## config.mk

```make
export PLATFORM = sky130hd
export DESIGN_NAME = idll_slots
export DESIGN_NICKNAME = d
export VERILOG_FILES = /design/src/hdl/idll_pkg.sv /design/src/hdl/idll_ram.sv /design/src/hdl/idll_slots.sv
export SDC_FILE = /design/constraint.sdc
export NUM_CORES = 2
export LEC_CHECK = 0
export ABC_CLOCK_PERIOD_IN_PS = 10400
export BUFFER_PORTS_ARGS = -buffer_cell sky130_fd_sc_hd__buf_4
export CORE_ASPECT_RATIO = 1.75
export CORE_MARGIN = 10
export CORE_UTILIZATION = 53
export CTS_CLUSTER_DIAMETER = 60
export CTS_CLUSTER_SIZE = 24
export DETAILED_ROUTE_END_ITERATION = 8
export HOLD_SLACK_MARGIN = 0.03
export PLACE_DENSITY = 0.69
export SYNTH_ARGS = -nofsm -noshare
export SYNTH_HDL_FRONTEND = slang
export SYNTH_SLANG_ARGS = --single-unit
```

## constraint.sdc

```tcl
create_clock -name clock -period 10.4 [get_ports clock]
set_clock_uncertainty 0.15 [all_clocks]
set_input_delay 2.08 -clock clock [delete_from_list [all_inputs] [get_ports clock]]
set_output_delay 2.08 -clock clock [all_outputs]
set_load 0.02 [all_outputs]
```

## src/hdl/idll_pkg.sv

```systemverilog
// shared constants, codes and control structs of the indexed linked list unit
package idll_pkg;

   // default sizing
   localparam int NODES_DEFAULT      = 256;
   localparam int VALUE_BITS_DEFAULT = 32;

   // item field widths
   localparam int CMD_W    = 3;
   localparam int VALUE_W  = 32;
   localparam int REF_W    = 8;
   localparam int NODE_W   = 8;
   localparam int STATUS_W = 2;

   // command codes
   localparam logic [CMD_W-1:0] CMD_INS_AFTER  = 3'd0;
   localparam logic [CMD_W-1:0] CMD_INS_BEFORE = 3'd1;
   localparam logic [CMD_W-1:0] CMD_RMV_AFTER  = 3'd2;
   localparam logic [CMD_W-1:0] CMD_RMV_BEFORE = 3'd3;
   localparam logic [CMD_W-1:0] CMD_RMV_NODE   = 3'd4;

   // status codes
   localparam logic [STATUS_W-1:0] ST_OK       = 2'd0;
   localparam logic [STATUS_W-1:0] ST_FULL     = 2'd1;
   localparam logic [STATUS_W-1:0] ST_SENTINEL = 2'd2;

   // sequencer to slot manager
   typedef struct packed {
      logic pop;
      logic push;
   } slot_ctl_type;

   // slot manager to sequencer
   typedef struct packed {
      logic has_free;
      logic has_unused;
   } slot_sts_type;

endpackage

```

## src/hdl/idll_ram.sv

```systemverilog
// generic simple dual port ram, one write and one registered read port
module idll_ram #(
   parameter int WIDTH = 8,
   parameter int DEPTH = 256
) (
   input  logic                     clock,
   input  logic                     we,
   input  logic [$clog2(DEPTH)-1:0] waddr,
   input  logic [WIDTH-1:0]         wdata,
   input  logic [$clog2(DEPTH)-1:0] raddr,
   output logic [WIDTH-1:0]         rdata
);

   logic [WIDTH-1:0] mem [DEPTH];

   // write, then registered read of the old contents
   always_ff @(posedge clock) begin
      if (we) begin
         mem[waddr] <= wdata;
      end
      rdata <= mem[raddr];
   end

endmodule

```

## src/hdl/idll_slots.sv

```systemverilog
// free slot manager: free stack memory, stack depth and never-used mark
module idll_slots import idll_pkg::*; #(
   parameter int NODES = NODES_DEFAULT
) (
   input  logic                     clock,
   input  logic                     reset,
   input  slot_ctl_type             slot_ctl,
   input  logic [$clog2(NODES)-1:0] push_node,
   output slot_sts_type             slot_sts,
   output logic [$clog2(NODES)-1:0] slot_node
);

   localparam int IDX_W = $clog2(NODES);
   localparam int CNT_W = $clog2(NODES + 1);

   logic [CNT_W-1:0] free_count_ff, free_count_in;
   logic [CNT_W-1:0] used_end_ff, used_end_in;
   logic             stack_we;
   logic [IDX_W-1:0] stack_top;

   // status
   assign slot_sts.has_free   = (free_count_ff != '0);
   assign slot_sts.has_unused = (used_end_ff < CNT_W'(NODES));

   // top of stack is always being read
   assign stack_we = slot_ctl.push && (free_count_ff < CNT_W'(NODES));

   idll_ram #(
      .WIDTH (IDX_W),
      .DEPTH (NODES)
   ) u_stack (
      .clock (clock),
      .we    (stack_we),
      .waddr (free_count_ff[IDX_W-1:0]),
      .wdata (push_node),
      .raddr (IDX_W'(free_count_ff - CNT_W'(1))),
      .rdata (stack_top)
   );

   // slot offered to an insert
   assign slot_node = slot_sts.has_free ? stack_top : used_end_ff[IDX_W-1:0];

   // count updates
   always_comb begin
      free_count_in = free_count_ff;
      used_end_in   = used_end_ff;
      if (slot_ctl.pop) begin
         if (slot_sts.has_free) begin
            free_count_in = free_count_ff - CNT_W'(1);
         end else if (slot_sts.has_unused) begin
            used_end_in = used_end_ff + CNT_W'(1);
         end
      end else if (stack_we) begin
         free_count_in = free_count_ff + CNT_W'(1);
      end
   end

   always_ff @(posedge clock) begin
      if (reset) begin
         free_count_ff <= '0;
         used_end_ff   <= CNT_W'(1);
      end else begin
         free_count_ff <= free_count_in;
         used_end_ff   <= used_end_in;
      end
   end

   a_count_range: assert property (@(posedge clock) disable iff (reset)
      free_count_ff <= CNT_W'(NODES))
      else $error("free stack depth beyond capacity");

   a_used_end_floor: assert property (@(posedge clock) disable iff (reset)
      used_end_ff != '0)
      else $error("never-used mark reached the sentinel");

   a_no_pop_push: assert property (@(posedge clock) disable iff (reset)
      !(slot_ctl.pop && slot_ctl.push))
      else $error("pop and push in one cycle");

endmodule

```

==> reports/metrics.yaml <==
vias: 37000
area_growth_syn_to_layout_pct: 6.28
core_mm2: 0.150
post-route-worst-setup-slack_ns: 3.71
vias_per_cell: 6.46
die_h_um: 534
firstDrtPassIters: 7
place.gp.congestion: 0.859
nets: 3718
synthFlopType: "edfxtp_1"
critPathArrivalTime_ns: 7.08
dp.cells: 5598
ir_drop_v: 0.000445
setup_tns_ns: 0
ctsResizeCount: 0
path_buf_inv: 3
ctsRootBufferMaster: "clkbuf_16"
clkSinkCount: 2074
ys_seq_area_share_pct: 77.6
grt_start_max_net_pins: 149
period_needed_ns: 6.69
muxShareOfSynthArea_pct: 14.9
synth_cell_types: 46
fmax_mhz: 150
synth_cells: 3758
wl_per_cell_um: 32.5
dp_slack_ns: 3.79
hold_viol_final: 0
die_area_mm2: 0.167
ant_nets: 0
worstHoldPathCells: 2
fin_crit_sh_pct: 64.3
worstPathRequired_ns: 10.79
path_cells: "inv_1 > ha_4 > buf_4 > buf_4 > mux4_2 > a22o_1 > nor2_1 > o221ai_1 > a32oi_1 > o221ai_1"
synthSimpleGateAreaFrac_pct: 2.63
worstSkewPairLatency_ns: 0.74
synthAdderAreaFrac_pct: 0.0783
drt-initial-drc-count: 3899
htree_levels: 3
synth-seq-cells: 2074
synthArstFlopShare_pct: 0
crit_path_end_kind: "flop"
startpoint_type: "flop"
regToRegStartpoint: "free_count_ff[0]"
maxCapViolations: 0
wl_mm: 187
synth_area_mm2: 0.0799
setup_viol_count_final: 0
crit_family: "compound AO/OA/AOI/OAI gates"
r2r_setup_slack_ns: 3.71
nFillCells: 10800
clk_pin_slew_ns: 0.10
final_util_pct: 56.7
synth_nets: 3775
grt_pass1_wl_mm: 272
status: "completed"
cts-hold-fix-buffers: 0
cts_made_buffers: 96
fp.dieW_um: 314
syn_area_per_cell_um2: 21.3
clockBufferDepth: 3
crit_type: "flop to flop"
grt.total_usage_pct: 22.3
synth-compound-area-share_pct: 3.35
drc_errors: 0
worst-path-max-fanout: 72
rows: 188
ff2ff_path_depth: 10
fin_cells: 5736
io_buffers: 21
synth_edf_count: 2048
hold_path_class: "flop to flop"
worstHoldEndpoint: "used_end_ff[7]"
yosys_warnings: 0
rsz0062_at_grt: "false"
grt_pass1_vias: 38700
grt_overflow: 0
dp.final_hpwl_mm: 117
slowest_stage: "a32oi_1"
cts_setup_buffers: 0
drv_slew: 0
rr_endpoint: "u_stack.rdata[2]"
synth-xor-area-share_pct: 0.218
ios: 22
p_per_area_mw_per_mm2: 273
hp-start: "used_end_ff[7]"
timing.critical_path.slowest_cell_delay_ns: 0.98
slew_headroom_pct: 15.5
synth_top_family_by_area: "multiplexers"
start_util_pct: 53.3
p_leak_nw: 25.1
drive_above_1_share_pct: 19.6
antenna_found_initial: 2
tightest_slew_ns: 1.27
tritoncts: "yes"
where the power goes:
part / leakage (nW) / internal, W / switching, W
sequential: 18.6 / 0.00929 / 0.000156
combinational: 5.18 / 0.00342 / 0.00619
clock: 1.27 / 0.00175 / 0.00243
total: 25.1 / 0.0145 / 0.00877
Yosys cell counts (2+ instances only):
| library cell | n | share of area (%) |
|---|---|---|
| edfxtp_1 | 2048 | 77 |
| mux4_2 | 512 | 14 |
| nor2_1 | 291 | 1.4 |
| a22oi_1 | 192 | 1.8 |
| clkbuf_1 | 143 | 0.67 |
| nand2_1 | 119 | 0.56 |
| buf_2 | 57 | 0.36 |
| a21oi_1 | 56 | 0.35 |
| a22o_1 | 49 | 0.54 |
| nand3_1 | 45 | 0.28 |
| buf_1 | 30 | 0.14 |
| dfxtp_1 | 26 | 0.65 |
| mux2i_1 | 25 | 0.31 |
| nor3_1 | 23 | 0.14 |
| a211o_1 | 16 | 0.18 |
| a32oi_1 | 16 | 0.18 |
| o221ai_1 | 16 | 0.18 |
| xor2_1 | 10 | 0.11 |
| mux2_2 | 9 | 0.13 |
| o21ai_0 | 9 | 0.056 |
| xnor2_1 | 8 | 0.088 |
| nor2b_1 | 7 | 0.055 |
| inv_1 | 6 | 0.028 |
| ha_1 | 5 | 0.078 |
| and2_1 | 4 | 0.031 |
| nand4_1 | 4 | 0.031 |
| buf_6 | 3 | 0.042 |
| or3_1 | 3 | 0.023 |
| a211oi_1 | 2 | 0.019 |
| buf_4 | 2 | 0.019 |
| clkbuf_2 | 2 | 0.013 |
| nand2_2 | 2 | 0.016 |
| nand2b_1 | 2 | 0.016 |
| nor4_1 | 2 | 0.016 |
| o31a_1 | 2 | 0.022 |
| or4_1 | 2 | 0.019 |
how the worst max path moves through the flow:
| stage | startpoint | end | cells after the start |
|---|---|---|---|
| 2_1_floorplan | free_count_ff[0] | slot_node[0] | 11 |
| 3_3_place_gp | free_count_ff[0] | u_stack.rdata[2] | 10 |
| 3_5_place_dp | free_count_ff[0] | u_stack.rdata[2] | 10 |
| 4_1_cts | free_count_ff[0] | u_stack.rdata[2] | 10 |
| 5_1_grt | free_count_ff[0] | u_stack.rdata[1] | 10 |
| 6_report | free_count_ff[0] | u_stack.rdata[2] | 10 |
area by class of cell:
class                      count  area [µm²]  area share, %
antenna                        5        12.5         0.0147
clock inverter                 6        46.3         0.0545
tap                         1995        2500           2.94
timing repair buffer          82         729          0.859
sequential                  2074       62000           73.0
clock buffer                 127        2580           3.04
inverter                       6        22.5         0.0265
multi-input combinational   1441       17000           20.1
logic make-up after synthesis:
| group | count (synthesis) |
|---|---|
| AND/OR/NAND/NOR | 509 |
| buffers and inverters | 243 |
| flip-flops | 2074 |
| adder cells (fa/ha/maj) | 5 |
| multiplexers | 546 |
| AO/OA/AOI/OAI | 362 |
| XOR/XNOR | 19 |
worst register-to-register path, cell delays in order (launching register included):
cell,delay (ns)
dfxtp_4,0.94
inv_1,0.27
ha_4,0.59
buf_4,0.67
buf_4,0.97
mux4_2,0.51
a22o_1,0.25
nor2_1,0.44
o221ai_1,0.37
a32oi_1,0.98
o221ai_1,0.34
metal layers:
metal / vias to the layer above / GRT usage [%] / share of wire, %
met4: 2 / 11.8 / 5.9
met3: 347 / 2.94 / 5.6
met1: 19900 / 25.8 / 35
met5: - / 0 / 0.0070
li1: 15500 / - / -
met2: 1375 / 40.0 / 54
cells in the final DEF (no fill, tap or decap), types with 28 or more instances in the layout:
master     count
nor2_1       291
a22o_1        49
nand2_1      118
a21oi_1       52
edfxtp_1    2048
clkbuf_16     99
a22oi_1      192
nand3_1       36
clkbuf_1      28
mux4_2       512
buf_4         69
stage by stage:
stage	total power, W	cell area [µm²]	hold WS (ns)
6_report	0.0232	84900	0.356
5_1_grt	0.0239	84900	0.401
4_1_cts	0.0233	84900	0.358
3_5_place_dp	0.0192	82300	0.344
3_3_place_gp	0.0192	82300	0.330
2_1_floorplan	0.0154	79900	0.318
sequential cells by signal, indices dropped and copies added, names as in the netlist:
signal         flops
u_stack.mem     2048
used_end_ff        9
u_stack.rdata      8
free_count_ff      9
(Power assumes the default switching activity.)
