$ cat config.mk
export PLATFORM = sky130hd
export DESIGN_NAME = idll_ctrl
export DESIGN_NICKNAME = d
export VERILOG_FILES = /design/src/hdl/idll_pkg.sv /design/src/hdl/idll_ram.sv /design/src/hdl/idll_ctrl.sv
export SDC_FILE = /design/constraint.sdc
export NUM_CORES = 2
export LEC_CHECK = 0
export BUFFER_PORTS_ARGS = -buffer_cell sky130_fd_sc_hd__clkbuf_2
export CAP_MARGIN = 20
export CORE_ASPECT_RATIO = 0.8
export CORE_MARGIN = 1
export CORE_UTILIZATION = 55
export DETAILED_ROUTE_END_ITERATION = 6
export PLACE_DENSITY_LB_ADDON = 0.15
export SKIP_LAST_GASP = 1
export SYNTH_ARGS = -nofsm -noshare
export SYNTH_HDL_FRONTEND = slang
export SYNTH_HIERARCHICAL = 1
export SYNTH_SLANG_ARGS = --single-unit
$ cat constraint.sdc
create_clock -name clock -period 17.7 [get_ports clock]
set_input_delay 1.77 -clock clock [delete_from_list [all_inputs] [get_ports clock]]
set_output_delay 1.77 -clock clock [all_outputs]
set_load 0.05 [all_outputs]
$ cat src/hdl/idll_pkg.sv
// shared constants, codes and control structs of the indexed linked list unit
package idll_pkg;

   // default sizing
   localparam int NODES_DEFAULT      = 256;
   localparam int VALUE_BITS_DEFAULT = 32;

   // item field widths
   localparam int CMD_W    = 3;
   localparam int VALUE_W  = 32;
   localparam int REF_W    = 8;
   localparam int NODE_W   = 8;
   localparam int STATUS_W = 2;

   // command codes
   localparam logic [CMD_W-1:0] CMD_INS_AFTER  = 3'd0;
   localparam logic [CMD_W-1:0] CMD_INS_BEFORE = 3'd1;
   localparam logic [CMD_W-1:0] CMD_RMV_AFTER  = 3'd2;
   localparam logic [CMD_W-1:0] CMD_RMV_BEFORE = 3'd3;
   localparam logic [CMD_W-1:0] CMD_RMV_NODE   = 3'd4;

   // status codes
   localparam logic [STATUS_W-1:0] ST_OK       = 2'd0;
   localparam logic [STATUS_W-1:0] ST_FULL     = 2'd1;
   localparam logic [STATUS_W-1:0] ST_SENTINEL = 2'd2;

   // sequencer to slot manager
   typedef struct packed {
      logic pop;
      logic push;
   } slot_ctl_type;

   // slot manager to sequencer
   typedef struct packed {
      logic has_free;
      logic has_unused;
   } slot_sts_type;

endpackage

$ cat src/hdl/idll_ram.sv
// generic simple dual port ram, one write and one registered read port
module idll_ram #(
   parameter int WIDTH = 8,
   parameter int DEPTH = 256
) (
   input  logic                     clock,
   input  logic                     we,
   input  logic [$clog2(DEPTH)-1:0] waddr,
   input  logic [WIDTH-1:0]         wdata,
   input  logic [$clog2(DEPTH)-1:0] raddr,
   output logic [WIDTH-1:0]         rdata
);

   logic [WIDTH-1:0] mem [DEPTH];

   // write, then registered read of the old contents
   always_ff @(posedge clock) begin
      if (we) begin
         mem[waddr] <= wdata;
      end
      rdata <= mem[raddr];
   end

endmodule

$ cat src/hdl/idll_ctrl.sv
// command sequencer with the next, previous and value memories
module idll_ctrl import idll_pkg::*; #(
   parameter int NODES      = NODES_DEFAULT,
   parameter int VALUE_BITS = VALUE_BITS_DEFAULT
) (
   input  logic                     clock,
   input  logic                     reset,
   input  logic                     req_valid,
   output logic                     req_ready,
   input  logic [CMD_W-1:0]         req_cmd,
   input  logic [VALUE_W-1:0]       req_value,
   input  logic [$clog2(NODES)-1:0] req_ref,
   output logic                     rsp_valid,
   input  logic                     rsp_ready,
   output logic [NODE_W-1:0]        rsp_node,
   output logic [STATUS_W-1:0]      rsp_status,
   output slot_ctl_type             slot_ctl,
   output logic [$clog2(NODES)-1:0] slot_push_node,
   input  slot_sts_type             slot_sts,
   input  logic [$clog2(NODES)-1:0] slot_node
);

   localparam int IDX_W = $clog2(NODES);

   typedef enum logic [2:0] {
      S_IDLE,
      S_RD,
      S_LINK,
      S_FREE,
      S_HOLD
   } state_type;

   state_type             state_ff, state_in;
   logic [CMD_W-1:0]      cmd_ff, cmd_in;
   logic [VALUE_W-1:0]    value_ff, value_in;
   logic [IDX_W-1:0]      r_ff, r_in;
   logic [IDX_W-1:0]      n_ff, n_in;
   logic [IDX_W-1:0]      a_ff, a_in;
   logic [NODE_W-1:0]     res_node_ff, res_node_in;
   logic [STATUS_W-1:0]   res_status_ff, res_status_in;
   logic                  rsp_valid_ff, rsp_valid_in;
   logic [NODE_W-1:0]     rsp_node_ff, rsp_node_in;
   logic [STATUS_W-1:0]   rsp_status_ff, rsp_status_in;
   logic                  next0_ok_ff, next0_ok_in;
   logic                  prev0_ok_ff, prev0_ok_in;
   logic                  nrd_zero_ff, nrd_zero_in;
   logic                  prd_zero_ff, prd_zero_in;

   logic                  nwe, pwe, vwe;
   logic [IDX_W-1:0]      nwa, nwd, pwa, pwd, vwa;
   logic [IDX_W-1:0]      next_ra, prev_ra;
   logic [IDX_W-1:0]      next_rdata, prev_rdata;
   logic [IDX_W-1:0]      nrd, prd, x_node;
   logic                  done;
   logic [NODE_W-1:0]     fin_node;
   logic [STATUS_W-1:0]   fin_status;
   logic                  out_free;

   // link and value memories
   idll_ram #(.WIDTH (IDX_W), .DEPTH (NODES)) u_next (
      .clock (clock), .we (nwe), .waddr (nwa), .wdata (nwd),
      .raddr (next_ra), .rdata (next_rdata)
   );

   idll_ram #(.WIDTH (IDX_W), .DEPTH (NODES)) u_prev (
      .clock (clock), .we (pwe), .waddr (pwa), .wdata (pwd),
      .raddr (prev_ra), .rdata (prev_rdata)
   );

   idll_ram #(.WIDTH (VALUE_BITS), .DEPTH (NODES)) u_value (
      .clock (clock), .we (vwe), .waddr (vwa), .wdata (VALUE_BITS'(value_ff)),
      .raddr ('0), .rdata ()
   );

   // sentinel links read as zero until first written
   assign nrd = nrd_zero_ff ? '0 : next_rdata;
   assign prd = prd_zero_ff ? '0 : prev_rdata;

   // new node's successor (insert after) or predecessor (insert before)
   assign x_node = (n_ff == r_ff) ? n_ff : a_ff;

   assign out_free  = !rsp_valid_ff || rsp_ready;
   assign req_ready = (state_ff == S_IDLE);

   // sequencer
   always_comb begin
      state_in       = state_ff;
      cmd_in         = cmd_ff;
      value_in       = value_ff;
      r_in           = r_ff;
      n_in           = n_ff;
      a_in           = a_ff;
      res_node_in    = res_node_ff;
      res_status_in  = res_status_ff;
      rsp_valid_in   = rsp_valid_ff && !rsp_ready;
      rsp_node_in    = rsp_node_ff;
      rsp_status_in  = rsp_status_ff;
      nwe            = 1'b0;
      nwa            = '0;
      nwd            = '0;
      pwe            = 1'b0;
      pwa            = '0;
      pwd            = '0;
      vwe            = 1'b0;
      vwa            = '0;
      next_ra        = '0;
      prev_ra        = '0;
      slot_ctl       = '0;
      slot_push_node = n_ff;
      done           = 1'b0;
      fin_node       = '0;
      fin_status     = ST_OK;

      case (state_ff)
         S_IDLE: begin
            next_ra = req_ref;
            prev_ra = req_ref;
            if (req_valid) begin
               cmd_in   = req_cmd;
               value_in = req_value;
               r_in     = req_ref;
               state_in = S_RD;
            end
         end

         // links of the reference are here
         S_RD: begin
            case (cmd_ff)
               CMD_INS_AFTER, CMD_INS_BEFORE: begin
                  if (!slot_sts.has_free && !slot_sts.has_unused) begin
                     done       = 1'b1;
                     fin_status = ST_FULL;
                  end else begin
                     slot_ctl.pop = 1'b1;
                     n_in = slot_node;
                     vwe  = 1'b1;
                     vwa  = slot_node;
                     nwe  = 1'b1;
                     nwa  = slot_node;
                     pwe  = 1'b1;
                     pwa  = slot_node;
                     if (cmd_ff == CMD_INS_AFTER) begin
                        nwd  = nrd;
                        pwd  = r_ff;
                        a_in = nrd;
                     end else begin
                        pwd  = prd;
                        nwd  = r_ff;
                        a_in = prd;
                     end
                     state_in = S_LINK;
                  end
               end
               CMD_RMV_AFTER: begin
                  n_in    = nrd;
                  next_ra = nrd;
                  if (nrd == '0) begin
                     done       = 1'b1;
                     fin_status = ST_SENTINEL;
                  end else begin
                     state_in = S_LINK;
                  end
               end
               CMD_RMV_BEFORE: begin
                  n_in    = prd;
                  prev_ra = prd;
                  if (prd == '0) begin
                     done       = 1'b1;
                     fin_status = ST_SENTINEL;
                  end else begin
                     state_in = S_LINK;
                  end
               end
               CMD_RMV_NODE: begin
                  n_in = r_ff;
                  if (r_ff == '0) begin
                     done       = 1'b1;
                     fin_status = ST_SENTINEL;
                  end else begin
                     nwe      = 1'b1;
                     nwa      = prd;
                     nwd      = nrd;
                     pwe      = 1'b1;
                     pwa      = nrd;
                     pwd      = prd;
                     state_in = S_LINK;
                  end
               end
               default: begin
                  done = 1'b1;
               end
            endcase
         end

         // second insert link writes, unlinks, remove node release
         S_LINK: begin
            case (cmd_ff)
               CMD_INS_AFTER: begin
                  nwe        = 1'b1;
                  nwa        = r_ff;
                  nwd        = n_ff;
                  pwe        = 1'b1;
                  pwa        = x_node;
                  pwd        = n_ff;
                  done       = 1'b1;
                  fin_node   = NODE_W'(n_ff);
               end
               CMD_INS_BEFORE: begin
                  pwe        = 1'b1;
                  pwa        = r_ff;
                  pwd        = n_ff;
                  nwe        = 1'b1;
                  nwa        = x_node;
                  nwd        = n_ff;
                  done       = 1'b1;
                  fin_node   = NODE_W'(n_ff);
               end
               CMD_RMV_AFTER: begin
                  nwe      = 1'b1;
                  nwa      = r_ff;
                  nwd      = nrd;
                  pwe      = 1'b1;
                  pwa      = nrd;
                  pwd      = r_ff;
                  state_in = S_FREE;
               end
               CMD_RMV_BEFORE: begin
                  pwe      = 1'b1;
                  pwa      = r_ff;
                  pwd      = prd;
                  nwe      = 1'b1;
                  nwa      = prd;
                  nwd      = r_ff;
                  state_in = S_FREE;
               end
               default: begin
                  // remove node: release the slot
                  nwe           = 1'b1;
                  nwa           = n_ff;
                  nwd           = n_ff;
                  pwe           = 1'b1;
                  pwa           = n_ff;
                  pwd           = n_ff;
                  slot_ctl.push = 1'b1;
                  done          = 1'b1;
                  fin_node      = NODE_W'(n_ff);
               end
            endcase
         end

         // release of the removed slot
         S_FREE: begin
            nwe           = 1'b1;
            nwa           = n_ff;
            nwd           = n_ff;
            pwe           = 1'b1;
            pwa           = n_ff;
            pwd           = n_ff;
            slot_ctl.push = 1'b1;
            done          = 1'b1;
            fin_node      = NODE_W'(n_ff);
         end

         S_HOLD: begin
            if (out_free) begin
               rsp_valid_in  = 1'b1;
               rsp_node_in   = res_node_ff;
               rsp_status_in = res_status_ff;
               state_in      = S_IDLE;
            end
         end

         default: begin
            state_in = S_IDLE;
         end
      endcase

      // hand the result to the output register, or park it
      if (done) begin
         res_node_in   = fin_node;
         res_status_in = fin_status;
         if (out_free) begin
            rsp_valid_in  = 1'b1;
            rsp_node_in   = fin_node;
            rsp_status_in = fin_status;
            state_in      = S_IDLE;
         end else begin
            state_in = S_HOLD;
         end
      end
   end

   // sentinel entry tracking
   assign next0_ok_in = next0_ok_ff || (nwe && (nwa == '0));
   assign prev0_ok_in = prev0_ok_ff || (pwe && (pwa == '0));
   assign nrd_zero_in = (next_ra == '0) && !next0_ok_ff;
   assign prd_zero_in = (prev_ra == '0) && !prev0_ok_ff;

   always_ff @(posedge clock) begin
      if (reset) begin
         state_ff     <= S_IDLE;
         rsp_valid_ff <= 1'b0;
         next0_ok_ff  <= 1'b0;
         prev0_ok_ff  <= 1'b0;
      end else begin
         state_ff     <= state_in;
         rsp_valid_ff <= rsp_valid_in;
         next0_ok_ff  <= next0_ok_in;
         prev0_ok_ff  <= prev0_ok_in;
      end
      cmd_ff        <= cmd_in;
      value_ff      <= value_in;
      r_ff          <= r_in;
      n_ff          <= n_in;
      a_ff          <= a_in;
      res_node_ff   <= res_node_in;
      res_status_ff <= res_status_in;
      rsp_node_ff   <= rsp_node_in;
      rsp_status_ff <= rsp_status_in;
      nrd_zero_ff   <= nrd_zero_in;
      prd_zero_ff   <= prd_zero_in;
   end

   assign rsp_valid  = rsp_valid_ff;
   assign rsp_node   = rsp_node_ff;
   assign rsp_status = rsp_status_ff;

   a_hold_occupied: assert property (@(posedge clock) disable iff (reset)
      state_ff == S_HOLD |-> rsp_valid_ff)
      else $error("result parked while output register is empty");

   a_accept_to_read: assert property (@(posedge clock) disable iff (reset)
      req_valid && req_ready |=> state_ff == S_RD)
      else $error("accepted item did not start its read");

   a_pop_has_slot: assert property (@(posedge clock) disable iff (reset)
      slot_ctl.pop |-> slot_sts.has_free || slot_sts.has_unused)
      else $error("slot taken from a full list");

   a_push_nonzero: assert property (@(posedge clock) disable iff (reset)
      slot_ctl.push |-> slot_push_node != '0)
      else $error("sentinel pushed onto the free stack");

endmodule

==> results.md <==
- Largest net degree at the start of global routing: roughly 230
- Die width: approximately 600 um
- End of the worst register-to-register path: u_next/rdata[2]
- Min-Delay Endpoint: prev0_ok_ff
- Worst-path fanout max: 86
- H-tree depth: 5
- Pre-CTS setup slack: 8.99 ns
- YS warnings: 6
- Path category of the worst min-delay check: reg -> reg
- Max-slew violations: 0
- Port Buffers: 46
- Final setup fails: 0
- Global-route wire length before repair: between 500 and 600 mm
- Reg2Reg Setup Slack: ~9.4 ns
- FP Rows: around 180
- Cells after Synth: 7980
- Final instance area: between 150000 and 200000 um^2
- Hold Crit Depth: 2
- Starting Density: 0.555
- Layout filler cell count: between 20000 and 25000
- Crit path kind: reg -> reg
- Setup ws final: about 9.4 ns
- Max Cap Viol: 0
- Crit path launch type: flip-flop
- Achievable Freq: 121 MHz
- Drt drc: 0
- CTS tree: built
- Routed WL: 404 mm
- PostCTS Resize Cnt: 0
- Seq cells post-synth: approximately 4200
- Post-CTS Hold Fix Bufs: 0
- Vias/cell: 6.62
- Met3 usage: 0.0612
- Status: finished clean
- Worst-path clk slew: approximately 0.060 ns
- R2r startpoint: cmd_ff[2]
- Die height: approximately 490 um
- Initial antenna violation count: 34
- Distinct cells, synth: 74
- Final Cycle Share: 0.468
- Detailed-placement wirelength estimate: around 240 mm
- Core occupancy in the finished layout: 0.611
- Worst Tran Pin Value: approximately 1.5 ns
- Final Critical Period: just over 8 ns
- Crit end category: flip-flop
- Peak supply drop: about 0.11 mV
- Data required time at the worst endpoint: 18.45 ns
- Worst EP arrival: 9.03 ns
- Synthesized cell area: 163000 um^2
- Clk Latency, worst-skew pair: 0.90 ns
- Setup Skew: 0.0554 ns
- WL/cell: between 30 and 40 um
- Post-CTS setup buffers: 0
- Lkg Pwr: 55.5 nW
- M1 GR Usage: 0.421
- Synth Net Count: between 8000 and 9000
- Synth Flop Type: edfxtp_1
- RD Place Congestion: slightly above 0.9
- Hold slack: 0.494 ns
- Total gr overflow: 0
- P&R area growth vs syn: 10.2%
- Rel. slew slack: 0.0238
- FF+latch area: around 120000 um^2
- Detailed Routing Iterations Pass 1: 6
- FFs w/ async S/R, synth: 0
- Clock tree buffer depth: 4
- P per Cell Area: ~120 nW/um^2
- Sequential area share after synthesis: 0.764
- DRT iter0 DRCs: between 10000 and 15000
- TNS Setup: 0 ns
- Multi-input logic area: between 30000 and 40000 um^2
- Via count: slightly above 80000
- Final ANT Viol Nets: 0
- R2r worst-path depth: 16
- RSZ-0062 raised after global routing: no
- Nets: 8182
- Met2 GRT Util: 0.381
- Worst min-delay path startpoint: prev0_ok_ff
- Share of layout cells above drive strength 1: 0.212
- Overall Global Routing Usage: 0.269
- Die area: 299000 um^2
- CORE AREA: between 200000 and 300000 um^2
- Ports: between 70 and 80
- Most Crowded Layer GR: met1
- TritonCTS Buffers: between 300 and 400
- Final Hold Viols: 0
- Area after DPL: 168000 um^2
- # clock sinks: between 4000 and 5000
- Syn Area/Cell: between 20 and 25 um^2
- Vias in the first global route: roughly 80000
- Clock Root Buffer: clkbuf_16
- EDFF count, synth: about 4100
## through the flow
stage	instances	power, mW
global route	12400	22.8
detailed placement	11700	14.2
floorplan	7980	13.3
finish	12400	22.2
global placement	11700	14.2
CTS	12400	22.3
## state kept, by name, indices dropped and copies added, names as in the netlist, 2 cells and up
name            count
res_status_ff       2
res_node_ff         8
slot_push_node      8
state_ff            3
r_ff                8
u_next/mem       2048
u_next/rdata        8
u_prev/rdata        8
rsp_node            8
rsp_status          2
cmd_ff              3
u_prev/mem       2048
a_ff                8
## Yosys cell counts, types with 10 or more instances
library cell / instances / area [um^2]
a211oi_1: 38 / 285
a21oi_1: 220 / 1100
a221oi_1: 31 / 272
a22o_1: 32 / 280
a22oi_1: 282 / 2120
and2_1: 24 / 150
buf_1: 53 / 199
buf_12: 16 / 320
buf_2: 66 / 330
buf_4: 54 / 405
buf_6: 43 / 484
buf_8: 26 / 390
clkbuf_1: 241 / 905
dfxtp_1: 34 / 681
edfxtp_1: 4133 / 124000
mux2_2: 26 / 293
mux2i_1: 285 / 2850
mux4_2: 908 / 20400
nand2_1: 122 / 458
nand2b_1: 26 / 163
nand3_1: 85 / 425
nand4_1: 24 / 150
nor2_1: 603 / 2260
nor2b_1: 87 / 544
nor3_1: 52 / 260
nor4_1: 60 / 375
o211ai_1: 20 / 150
o21ai_0: 61 / 305
o221ai_1: 97 / 850
o22a_1: 10 / 87.6
o22ai_1: 73 / 457
o32ai_1: 10 / 87.6
## report_power, final
part	total, mW	switching [mW]	leakage, nW	internal [mW]
combinational	2.94	1.93	11.2	1.01
sequential	11.1	0.0501	38.3	11.1
clock	8.13	3.54	6.01	4.59
## layout make-up
cell class,instances,area share
clock buffers,508,0.0593
inverters,12,0.000250
clock inverters,200,0.00905
repair buffers,246,0.0112
diodes,17,0.000236
flip-flops and latches,4167,0.693
multi-input cells,3301,0.200
well taps,3960,0.0275
## worst max-delay path by stage
| stage | start | to | slack [ns] |
|---|---|---|---|
| 5_1_grt | state_ff[0] | u_next/rdata[2] | 8.86 |
| 3_5_place_dp | cmd_ff[2] | u_next/rdata[2] | 8.99 |
| 6_report | cmd_ff[2] | u_next/rdata[2] | 9.42 |
| 3_3_place_gp | cmd_ff[2] | u_next/rdata[2] | 9.09 |
| 4_1_cts | cmd_ff[2] | u_next/rdata[2] | 8.99 |
| 2_1_floorplan | slot_sts[0] | u_prev/mem[0][7] | 3.12 |
## logic make-up after synthesis
family	Yosys count	synth area share
flip-flops	4167	0.764
multiplexers	1223	0.145
AND/OR/NAND/NOR	1131	0.0317
AO/OA/AOI/OAI	939	0.0403
buffers and inverters	512	0.0189
XOR/XNOR	8	0.000429
## placed cells by master, fill, tap and decap left out, types with 81 or more instances in the layout
master and n:
o221ai_1 97, mux4_2 908, nor2b_1 81, edfxtp_1 4133, a21oi_1 220, nor2_1 597
mux2i_1 285, a22oi_1 282, clkbuf_1 91, clkinv_1 97, clkbuf_16 408, buf_4 167
nand3_1 84, nand2_1 121
## metal layers
metal | part of all wire | vias up
met5 | 0.000027 | -
met4 | 0.026 | 2
met3 | 0.11 | 593
met2 | 0.44 | 4400
met1 | 0.42 | 43500
li1 | - | 33700
## worst max-delay path, cell delays in order (launching register included)
cell	delay [ns]
edfxtp_1	0.36
buf_4	0.27
clkinv_1	0.40
nand2_1	0.27
nor3_1	0.37
clkbuf_4	0.29
a22o_4	0.62
buf_4	0.83
buf_12	0.64
buf_4	0.83
buf_4	0.87
mux4_2	0.59
a22oi_1	0.40
a21oi_1	0.12
nor4_1	0.61
buf_4	0.31
nor4_2	0.05
Power figures use the tool's default switching activity.
